==> config.mk <==
export PLATFORM = sky130hd
export DESIGN_NAME = tiled_texel_address_2d
export DESIGN_NICKNAME = d
export VERILOG_FILES = /design/src/rtl/tta2d_pkg.sv /design/src/rtl/tiled_texel_address_2d.sv
export SDC_FILE = /design/constraint.sdc
export NUM_CORES = 1
export LEC_CHECK = 0
export ABC_AREA = 1
export BUFFER_PORTS_ARGS = -buffer_cell sky130_fd_sc_hd__buf_2
export CAP_MARGIN = 10
export CORE_MARGIN = 10
export CORE_UTILIZATION = 40
export CTS_CLUSTER_SIZE = 20
export DETAILED_ROUTE_END_ITERATION = 7
export PLACE_DENSITY = 0.54
export REMOVE_ABC_BUFFERS = 1
export SLEW_MARGIN = 20
export SYNTH_ARGS = -nofsm -noshare
export SYNTH_HDL_FRONTEND = slang
export SYNTH_SLANG_ARGS = --single-unit
==> constraint.sdc <==
create_clock -name clk -period 11.2 [get_ports clk]
set_input_delay 0.56 -clock clk [delete_from_list [all_inputs] [get_ports clk]]
set_output_delay 0.56 -clock clk [all_outputs]
set_load 0.02 [all_outputs]
==> src/rtl/tta2d_pkg.sv <==
`timescale 1ns / 1ps
// ----------------------------------------------------------------------------
// tta2d_pkg
// Shared widths, register indexes, limits and the tiled index function for
// the 2D tiled texel address block.
// ----------------------------------------------------------------------------
package tta2d_pkg;

    localparam int COORD_W  = 13;
    localparam int PITCH_W  = 14;
    localparam int LOG2_W   = 3;
    localparam int SRC_W    = 25;
    localparam int INDEX_W  = 32;
    localparam int CFG_IDX_W = 3;

    localparam logic [CFG_IDX_W-1:0] REG_PITCH_TEXELS     = 3'd0;
    localparam logic [CFG_IDX_W-1:0] REG_LOG2_BLOCK_BYTES = 3'd1;
    localparam logic [CFG_IDX_W-1:0] REG_TILED_MODE       = 3'd2;
    localparam logic [CFG_IDX_W-1:0] REG_SOURCE_BLOCKS    = 3'd3;

    localparam logic [PITCH_W-1:0] MAX_PITCH      = 14'd8192;
    localparam logic [LOG2_W-1:0]  MAX_LOG2_BLOCK = 3'd4;

    localparam logic [LOG2_W-1:0] RESET_LOG2_BLOCK = 3'd2;

    typedef logic [COORD_W-1:0] coord_t;
    typedef logic [INDEX_W-1:0] index_t;

    typedef struct packed {
        index_t block_index;
        logic   fault;
    } result_t;

    // Byte offset inside 32x32 macro tiles with bank and pipe interleave,
    // scaled back to blocks.
    function automatic index_t tile_index(
        input coord_t             x,
        input coord_t             y,
        input logic [PITCH_W-1:0] pitch,
        input logic [LOG2_W-1:0]  lg
    );
        logic [PITCH_W-1:0] wide;
        logic [8:0]         tiles_per_row;
        index_t             macro_base;
        index_t             macro;
        index_t             micro;
        index_t             off;
        index_t             mixed;
        logic [4:0]         macro_shift;
        logic [1:0]         bank;
        begin
            wide          = (pitch + 14'd31) & ~14'd31;
            tiles_per_row = wide[PITCH_W-1:5];
            macro_base    = {24'd0, x[12:5]}
                          + ({24'd0, y[12:5]} * {23'd0, tiles_per_row});
            macro_shift   = {2'd0, lg} + 5'd7;
            macro         = macro_base << macro_shift;
            micro         = ({29'd0, x[2:0]} + ({28'd0, y[3:1], 1'b0} << 2)) << lg;
            off           = macro + ((micro & ~32'hF) << 1) + (micro & 32'hF)
                          + ({31'd0, y[0]} << 4);
            bank          = {y[3], 1'b0} + x[4:3];
            mixed         = ((off & ~32'h1FF) << 3)
                          + ({27'd0, y[4], 4'd0} << 7)
                          + ((off & 32'h1C0) << 2)
                          + ({30'd0, bank} << 6)
                          + (off & 32'h3F);
            tile_index    = mixed >> lg;
        end
    endfunction

endpackage

==> src/rtl/tiled_texel_address_2d.sv <==
`timescale 1ns / 1ps
// ----------------------------------------------------------------------------
// tiled_texel_address_2d
// Texel coordinate to block index, tiled or linear layout, with fault flag.
// Input word held in the input register; result word held in the result register.
// Throughput: 1 word per cycle unless m_axis_tready stalls the result; one
//   pass through the index logic between the input and result registers.
// Reset: both pipeline stages empty; registers pitch 0, log2 2, linear, size 0.
// ----------------------------------------------------------------------------
module tiled_texel_address_2d (
    input  logic        clk,
    input  logic        rst_n,
    // configuration write channel
    input  logic        cfg_valid,
    output logic        cfg_ready,
    input  logic [2:0]  cfg_index,
    input  logic [24:0] cfg_data,
    // input words
    input  logic        s_axis_tvalid,
    output logic        s_axis_tready,
    input  logic [31:0] s_axis_tdata,  // [12:0] coord_x, [25:13] coord_y, rest zero
    // result words
    output logic        m_axis_tvalid,
    input  logic        m_axis_tready,
    output logic [31:0] m_axis_tdata,  // [31:0] block_index
    output logic        m_axis_tuser   // [0] fault
);

    logic [tta2d_pkg::PITCH_W-1:0] pitch_reg;
    logic [tta2d_pkg::LOG2_W-1:0]  log2_reg;
    logic                          tiled_reg;
    logic [tta2d_pkg::SRC_W-1:0]   source_reg;

    logic                in_valid_reg;
    tta2d_pkg::coord_t   x_reg;
    tta2d_pkg::coord_t   y_reg;
    logic                out_valid_reg;
    tta2d_pkg::result_t  res_reg;
    tta2d_pkg::result_t  res_next;

    logic                out_free;
    tta2d_pkg::index_t   idx;
    logic                bad_param;

    assign cfg_ready = 1'b1;

    always_ff @(posedge clk or negedge rst_n)
    begin
        if (!rst_n)
        begin
            pitch_reg  <= '0;
            log2_reg   <= tta2d_pkg::RESET_LOG2_BLOCK;
            tiled_reg  <= 1'b0;
            source_reg <= '0;
        end
        else if (cfg_valid && cfg_ready)
        begin
            case (cfg_index)
                tta2d_pkg::REG_PITCH_TEXELS:     pitch_reg  <= cfg_data[13:0];
                tta2d_pkg::REG_LOG2_BLOCK_BYTES: log2_reg   <= cfg_data[2:0];
                tta2d_pkg::REG_TILED_MODE:       tiled_reg  <= cfg_data[0];
                tta2d_pkg::REG_SOURCE_BLOCKS:    source_reg <= cfg_data;
                default: ;
            endcase
        end
    end

    assign out_free      = !out_valid_reg || m_axis_tready;
    assign s_axis_tready = !in_valid_reg || out_free;

    always_ff @(posedge clk or negedge rst_n)
    begin
        if (!rst_n)
        begin
            in_valid_reg <= 1'b0;
        end
        else if (s_axis_tready)
        begin
            in_valid_reg <= s_axis_tvalid;
        end
    end

    always_ff @(posedge clk)
    begin
        if (s_axis_tready && s_axis_tvalid)
        begin
            x_reg <= s_axis_tdata[12:0];
            y_reg <= s_axis_tdata[25:13];
        end
    end

    assign bad_param = (pitch_reg == '0) || (pitch_reg > tta2d_pkg::MAX_PITCH)
                    || ({1'b0, x_reg} >= pitch_reg)
                    || (log2_reg > tta2d_pkg::MAX_LOG2_BLOCK);

    always_comb
    begin
        if (tiled_reg)
        begin
            idx = tta2d_pkg::tile_index(x_reg, y_reg, pitch_reg, log2_reg);
        end
        else
        begin
            idx = ({19'd0, y_reg} * {18'd0, pitch_reg}) + {19'd0, x_reg};
        end
        res_next.fault       = bad_param || (idx >= {7'd0, source_reg});
        res_next.block_index = res_next.fault ? '0 : idx;
    end

    always_ff @(posedge clk or negedge rst_n)
    begin
        if (!rst_n)
        begin
            out_valid_reg <= 1'b0;
        end
        else if (out_free)
        begin
            out_valid_reg <= in_valid_reg;
        end
    end

    always_ff @(posedge clk)
    begin
        if (out_free && in_valid_reg)
        begin
            res_reg <= res_next;
        end
    end

    assign m_axis_tvalid = out_valid_reg;
    assign m_axis_tdata  = res_reg.block_index;
    assign m_axis_tuser  = res_reg.fault;

`ifndef ASSERT_OFF
    a_fault_zero: assert property (@(posedge clk) disable iff (!rst_n)
        (m_axis_tvalid && m_axis_tuser) |-> (m_axis_tdata == '0))
        else $error("fault result with nonzero block index");

    a_in_load: assert property (@(posedge clk) disable iff (!rst_n)
        (s_axis_tvalid && s_axis_tready) |=> in_valid_reg)
        else $error("accepted word lost from input stage");

    a_out_load: assert property (@(posedge clk) disable iff (!rst_n)
        (in_valid_reg && out_free) |=> m_axis_tvalid)
        else $error("input stage word not moved to result stage");

    a_stall_full: assert property (@(posedge clk) disable iff (!rst_n)
        !s_axis_tready |-> (in_valid_reg && out_valid_reg && !m_axis_tready))
        else $error("input stalled with room in pipeline");
`endif

endmodule
Yosys cells after proc, flatten, opt, wreduce, memory -nomap -nowiden

Cells that the tools add are included.

Muxes and demuxes: 1
Multiply operators: 2
$lt $le $gt $ge: 4
Reductions and logical operators: 16
Equal/unequal tests: 3
Add/subtract/negate cells: 13
Shift-type cells: 3

Operator list:

| cell                                          | count |
|---|---|
| adder 32 x 11 -> 32 bit                       | 1 |
| adder 32 x 12 -> 32 bit                       | 1 |
| adder 32 x 6 -> 32 bit                        | 1 |
| adder 32 x 8 -> 32 bit                        | 1 |
| greater-or-equal comparator 32 x 25 -> 1 bit  | 1 |
| 2-to-1 mux 32 bit                             | 1 |
| >> shifter 32 x 3 -> 32 bit                   | 1 |
| adder 29 bit                                  | 1 |
| adder 29 x 4 -> 29 bit                        | 1 |
| adder 29 x 5 -> 29 bit                        | 1 |
| left shift 18 x 4 -> 29 bit                   | 1 |
| adder 27 x 13 -> 28 bit                       | 1 |
| left shift 7 x 3 -> 28 bit                    | 1 |
| multiplier 13 x 14 -> 27 bit                  | 1 |
| adder 8 x 17 -> 18 bit                        | 1 |
| multiplier 8 x 9 -> 17 bit                    | 1 |
| adder 14 x 5 -> 14 bit, second input constant | 1 |
| greater-or-equal comparator 13 x 14 -> 1 bit  | 1 |
| > comparator 14 bit, second input constant    | 1 |
| logical NOT 14 bit                            | 1 |
| AND reduction 2 bit                           | 4 |
| adder 3 x 6 -> 7 bit                          | 1 |
| == test 3 x 2 -> 1 bit, second input constant | 2 |
| logical OR 1 bit                              | 6 |
| other kinds (7)                               | 9 |

Flip-flop bits (word level): 104
Logic and storage cells: 52
Bits of input ports: 65
Output and inout port bits: 36

Depth between registers and ports, before layout

Word-level depth: 15
Depth in mapped cells: 75
Depth with buffers taken out: 74

Worst setup path after synthesis

No wires, ideal clock.

Path type: register -> register
From: register pitch_reg[1] (netlist bit)
To: register res_reg (netlist bit m_axis_tuser), data pin
Stages on the path, launching flop included: 71
Setup time: 0.268 ns
Arrival time: 8.954 ns
Data required time: 10.932 ns
Path buffers: 1
Period minus slack after synthesis: 9.222 ns
Path slack: 1.978 ns
Path through: dfrtp_1 > inv_1 > nand4_1 > nor2_1 > inv_1 > nand2_1 > nor2_1 > inv_1 > nor2_1 > nand2_1 > nor2_1 > inv_1 > nor2_1 > inv_1 > nor2_1 > inv_1 > nand2_1 > inv_1 > (+35 left out) > nand2_1 > o21ai_0 > inv_1 > ha_1 > a21oi_1 > nor2_1 > a211oi_1 > o221a_2 > a21boi_0 > nor4_1 > nand2_1 > nor2_1 > nand2_1 > inv_1 > nand2_1 > nor2_2 > nand3_4 > buf_8

RTL lines:

| what                   | line                          | text |
|---|---|---|
| start, declared        | tiled_texel_address_2d.sv:29  | `logic [tta2d_pkg::PITCH_W-1:0] pitch_reg;` |
| start signal, assigned | tiled_texel_address_2d.sv:59  | `tta2d_pkg::REG_PITCH_TEXELS: pitch_reg <= cfg_data[13:0];` |
| end signal, assigned   | tiled_texel_address_2d.sv:126 | `res_reg <= res_next;` |
| end, declared          | tiled_texel_address_2d.sv:38  | `tta2d_pkg::result_t res_reg;` |

Final worst setup path

From: register pitch_reg[3] (netlist bit)
To: register res_reg (netlist bit m_axis_tdata[3]), data pin

Cells in the longest elaborated chain, start to end: 15

RTL lines:

| what                                           | line                          | text |
|---|---|---|
| adder 14 x 5 -> 14 bit                         | tta2d_pkg.sv:52               | `wide = (pitch + 14'd31) & ~14'd31;` |
| multiplier 8 x 9 -> 17 bit                     | tta2d_pkg.sv:55               | `+ ({24'd0, y[12:5]} * {23'd0, tiles_per_row});` |
| adder 8 x 17 -> 18 bit                         | tta2d_pkg.sv:55               |  |
| left shift 18 x 4 -> 29 bit                    | tta2d_pkg.sv:57               | `macro = macro_base << macro_shift;` |
| adder 29 bit                                   | tta2d_pkg.sv:59               | `off = macro + ((micro & ~32'hF) << 1) + (micro & 32'hF)` |
| adder 29 x 4 -> 29 bit                         | tta2d_pkg.sv:59               |  |
| adder 29 x 5 -> 29 bit                         | tta2d_pkg.sv:60               | `+ ({31'd0, y[0]} << 4);` |
| adder 32 x 12 -> 32 bit                        | tta2d_pkg.sv:63               | `+ ({27'd0, y[4], 4'd0} << 7)` |
| adder 32 x 11 -> 32 bit                        | tta2d_pkg.sv:64               | `+ ((off & 32'h1C0) << 2)` |
| adder 32 x 8 -> 32 bit                         | tta2d_pkg.sv:65               | `+ ({30'd0, bank} << 6)` |
| adder 32 x 6 -> 32 bit                         | tta2d_pkg.sv:66               | `+ (off & 32'h3F);` |
| >> shifter 32 x 3 -> 32 bit                    | tta2d_pkg.sv:67               | `tile_index = mixed >> lg;` |
| 2-to-1 mux 32 bit *                            | tiled_texel_address_2d.sv:98  | `if (tiled_reg)` |
| named net idx[19]                              | tiled_texel_address_2d.sv:42  | `tta2d_pkg::index_t idx;` |
| greater-or-equal comparator 32 x 25 -> 1 bit * | tiled_texel_address_2d.sv:106 | `res_next.fault = bad_param \|\| (idx >= {7'd0, source_reg});` |
| logical OR 1 bit *                             | tiled_texel_address_2d.sv:106 |  |

The timed path passes the listed nets; every way through them passes the cells marked *.
A chain may end at the register's enable or synchronous reset.

==> results.py <==
metrics = {
    "status": {
        "status": "completed",
    },
    "floorplan": {
        "rows": 76,
        "dieArea_mm2": 0.0530,
        "ioPinCount": 101,
        "start_util_pct": 40.8,
        "die_height_um": 230,
        "core_area_mm2": 0.0434,
        "die_w_um": 230,
    },
    "logic_synthesis": {
        "synth_edf_count": 59,
        "yosys.area.top_type": "fa_1",
        "yosysUniqueCellTypes": 53,
        "synth_area_mm2": 0.0177,
        "synth_top_cell_area_share_pct": 21.8,
        "syn_inst": 2421,
        "synth_seq_area_share_pct": 16.4,
        "syn_avg_cell_area_um2": 7.31,
        "synth_seq_cells": 104,
        "yosys_warnings": 0,
        "synthTopCellsByArea": "fa_1 (22%), ha_1 (14%), nand2_1 (13%), inv_1 (11%), edfxtp_1 (10%)",
        "synthFlopType": "edfxtp_1",
        "async_flop_share_pct": 43.3,
    },
    "timing": {
        "worst_pin_slew_ns": 0.957,
        "setup_viol": 0,
        "fin_skew_ns": 0.0186,
        "post-route-period-util_pct": 91.7,
        "hold_violations": 0,
        "fmax_mhz": 97.3,
        "period_needed_ns": 10.27,
        "fin_tns_setup_ns": 0,
        "finalMaxSlewViolations": 0,
        "rsz0062_at_grt": "false",
        "relSlewSlack_pct": 36.2,
    },
    "cells_and_area": {
        "largest_reg_flops": 32,
        "fin_nets": 2999,
        "drive_gt1_share_pct": 12.0,
        "num_antenna_cells": 0,
        "final_area_mm2": 0.0198,
        "synthToLayoutAreaGrowth_pct": 12.0,
    },
    "worst_setup_path": {
        "crit_required_ns": 11.45,
        "max_stage_delay_ns": 0.54,
        "cp_common_cell": "nand2_1",
        "crit_path_end_kind": "flip-flop",
        "critPathKind": "flip-flop to flip-flop",
        "worst-path-max-fanout": 9,
        "crit_family": "simple AND/OR/NAND/NOR gates",
        "start_kind": "flip-flop",
        "critPathArrivalTime_ns": 10.52,
        "cp.buffers_inverters": 19,
        "cp_slowest_cell": "fa_1",
    },
    "job": {
        "max_cap_violations": 0,
    },
    "clock_tree": {
        "clock_path_buffers": 2,
        "clkTransAtPathRegs_ns": 0.09,
        "cts_buffers": 9,
        "cts_sinks": 104,
        "h-tree-depth": 3,
        "clk_latency_ns": 0.39,
        "tritoncts": "done",
        "holdBufCountCts": 0,
        "cts_root_buf": "clkbuf_16",
    },
    "detailed_routing": {
        "ant_nets": 0,
        "routedWlPerCell_um": 16.9,
        "drtIter0Drc": 992,
        "via_count": 15600,
        "viasPerCell": 4.95,
        "wl_um": 53000,
        "drt_pass1_iterations": 5,
        "drc": 0,
    },
    "grt": {
        "grt_antenna_before_repair": 0,
        "overflow": 0,
        "grt_pass1_vias": 15900,
        "grt_pass1_wl_um": 85000,
        "grtUsageTotal_pct": 20.2,
        "grt_max_degree": 58,
    },
    "placed_design": {
        "io_buffers": 93,
        "place_area_mm2": 0.0193,
        "hpwl_um": 43900,
        "place_congestion": 0.855,
    },
    "worst_hold_path": {
        "holdCritPathClass": "input pin to async pin",
    },
}
layout make-up:
type	count	area [um2]
Fill cell	4521	23500
Multi-Input combinational cell	1714	12600
Sequential cell	104	2900
Inverter	520	1950
Timing Repair Buffer	200	1300
Tap cell	585	732
Clock buffer	9	225
Clock inverter	7	96.3
cell usage in the layout, fill, tap and decap left out, types with 4 or more instances in the layout:
master	n
a21oi_1	76
xor2_2	4
nor3_1	8
o21ai_1	18
buf_2	92
xor2_1	22
fa_1	193
o22ai_1	9
edfxtp_1	59
xnor2_1	9
or2_2	12
nor2_1	138
nand4_1	22
o21a_1	4
nand2_1	628
inv_2	4
nand3_2	15
ha_1	188
mux2i_1	6
nor2_4	17
dfrtp_1	43
conb_1	9
nor2_2	15
nand2_2	8
o21ai_0	114
clkinv_1	4
buf_4	106
o21bai_1	5
nand3_1	149
a21boi_1	5
inv_1	512
clkbuf_16	9
synth_stat cells, types with 5 or more instances:
| master | instances |
|---|---|
| nand2_1 | 628 |
| inv_1 | 512 |
| fa_1 | 193 |
| ha_1 | 192 |
| nand3_1 | 151 |
| nor2_1 | 141 |
| o21ai_0 | 121 |
| a21oi_1 | 77 |
| clkbuf_1 | 66 |
| edfxtp_1 | 59 |
| dfrtp_1 | 44 |
| xor2_1 | 26 |
| nand4_1 | 22 |
| nor2_4 | 16 |
| buf_2 | 13 |
| nand3_2 | 13 |
| nor2_2 | 13 |
| o21ai_1 | 12 |
| or2_2 | 12 |
| o22ai_1 | 9 |
| xnor2_1 | 9 |
| buf_1 | 8 |
| nand2_2 | 8 |
| nor3_1 | 8 |
| mux2i_1 | 6 |
| a211oi_1 | 5 |
| o21bai_1 | 5 |
per-stage QoR:
stage / setup slack [ns] / util, % / cells / hold WS, ns
final: 0.927 / 45.7 / 3139 / 0.188
after floorplan: 1.40 / - / 2338 / 0.264
after global routing: 0.00791 / 45.7 / 3139 / 0.239
after global placement: 0.469 / 44.6 / 3119 / 0.468
after CTS: 0.274 / 45.3 / 3135 / 0.332
after detailed placement: 0.342 / 44.6 / 3119 / 0.477
worst paths after layout:
check,startpoint,end,slack (ns),cells past startpoint
worst min register to register,source_reg[13]$_DFFE_PN0P_,source_reg[13]$_DFFE_PN0P_,0.50,2
max in group asynchronous,rst_n,log2_reg[0]$_DFFE_PN0P_,10.57,1
worst max register to register,pitch_reg[3]$_DFFE_PN0P_,m_axis_tdata[3]$_SDFFCE_PP0P_,0.93,73
min in group clk,s_axis_tdata[10],x_reg[10]$_DFFE_PP_,0.35,1
worst min-delay path,rst_n,pitch_reg[12]$_DFFE_PN0P_,0.19,1
worst max-delay path,pitch_reg[3]$_DFFE_PN0P_,m_axis_tdata[3]$_SDFFCE_PP0P_,0.93,73
routing by layer:
| layer | share of wire, % | vias to the layer above | GRT usage, % |
|---|---|---|---|
| met3 | 5.2 | 59 | 3.58 |
| met2 | 49 | 323 | 34.3 |
| met4 | 2.6 | 0 | 6.23 |
| li1 | - | 7708 | - |
| met5 | 0 | - | 0 |
| met1 | 43 | 7461 | 25.6 |
timing repair:
item	CTS	global route
setup buffers	0	3
gates resized for setup	0	27
endpoints found under the setup margin	0	26
cells by family after synthesis:
kind of cell / Yosys count / share of synthesized area [%]
adder cells (fa/ha/maj): 385 / 35.4
AND/OR/NAND/NOR: 1021 / 24.9
XOR/XNOR: 35 / 1.73
other: 2 / 0.0425
buffers and inverters: 610 / 13.2
flip-flops: 104 / 16.4
multiplexers: 6 / 0.340
AO/OA/AOI/OAI: 258 / 7.99
Power is left out: the tool's default activity adds up to more than one toggle a clock period on the data nets, which glitch-free logic cannot reach.
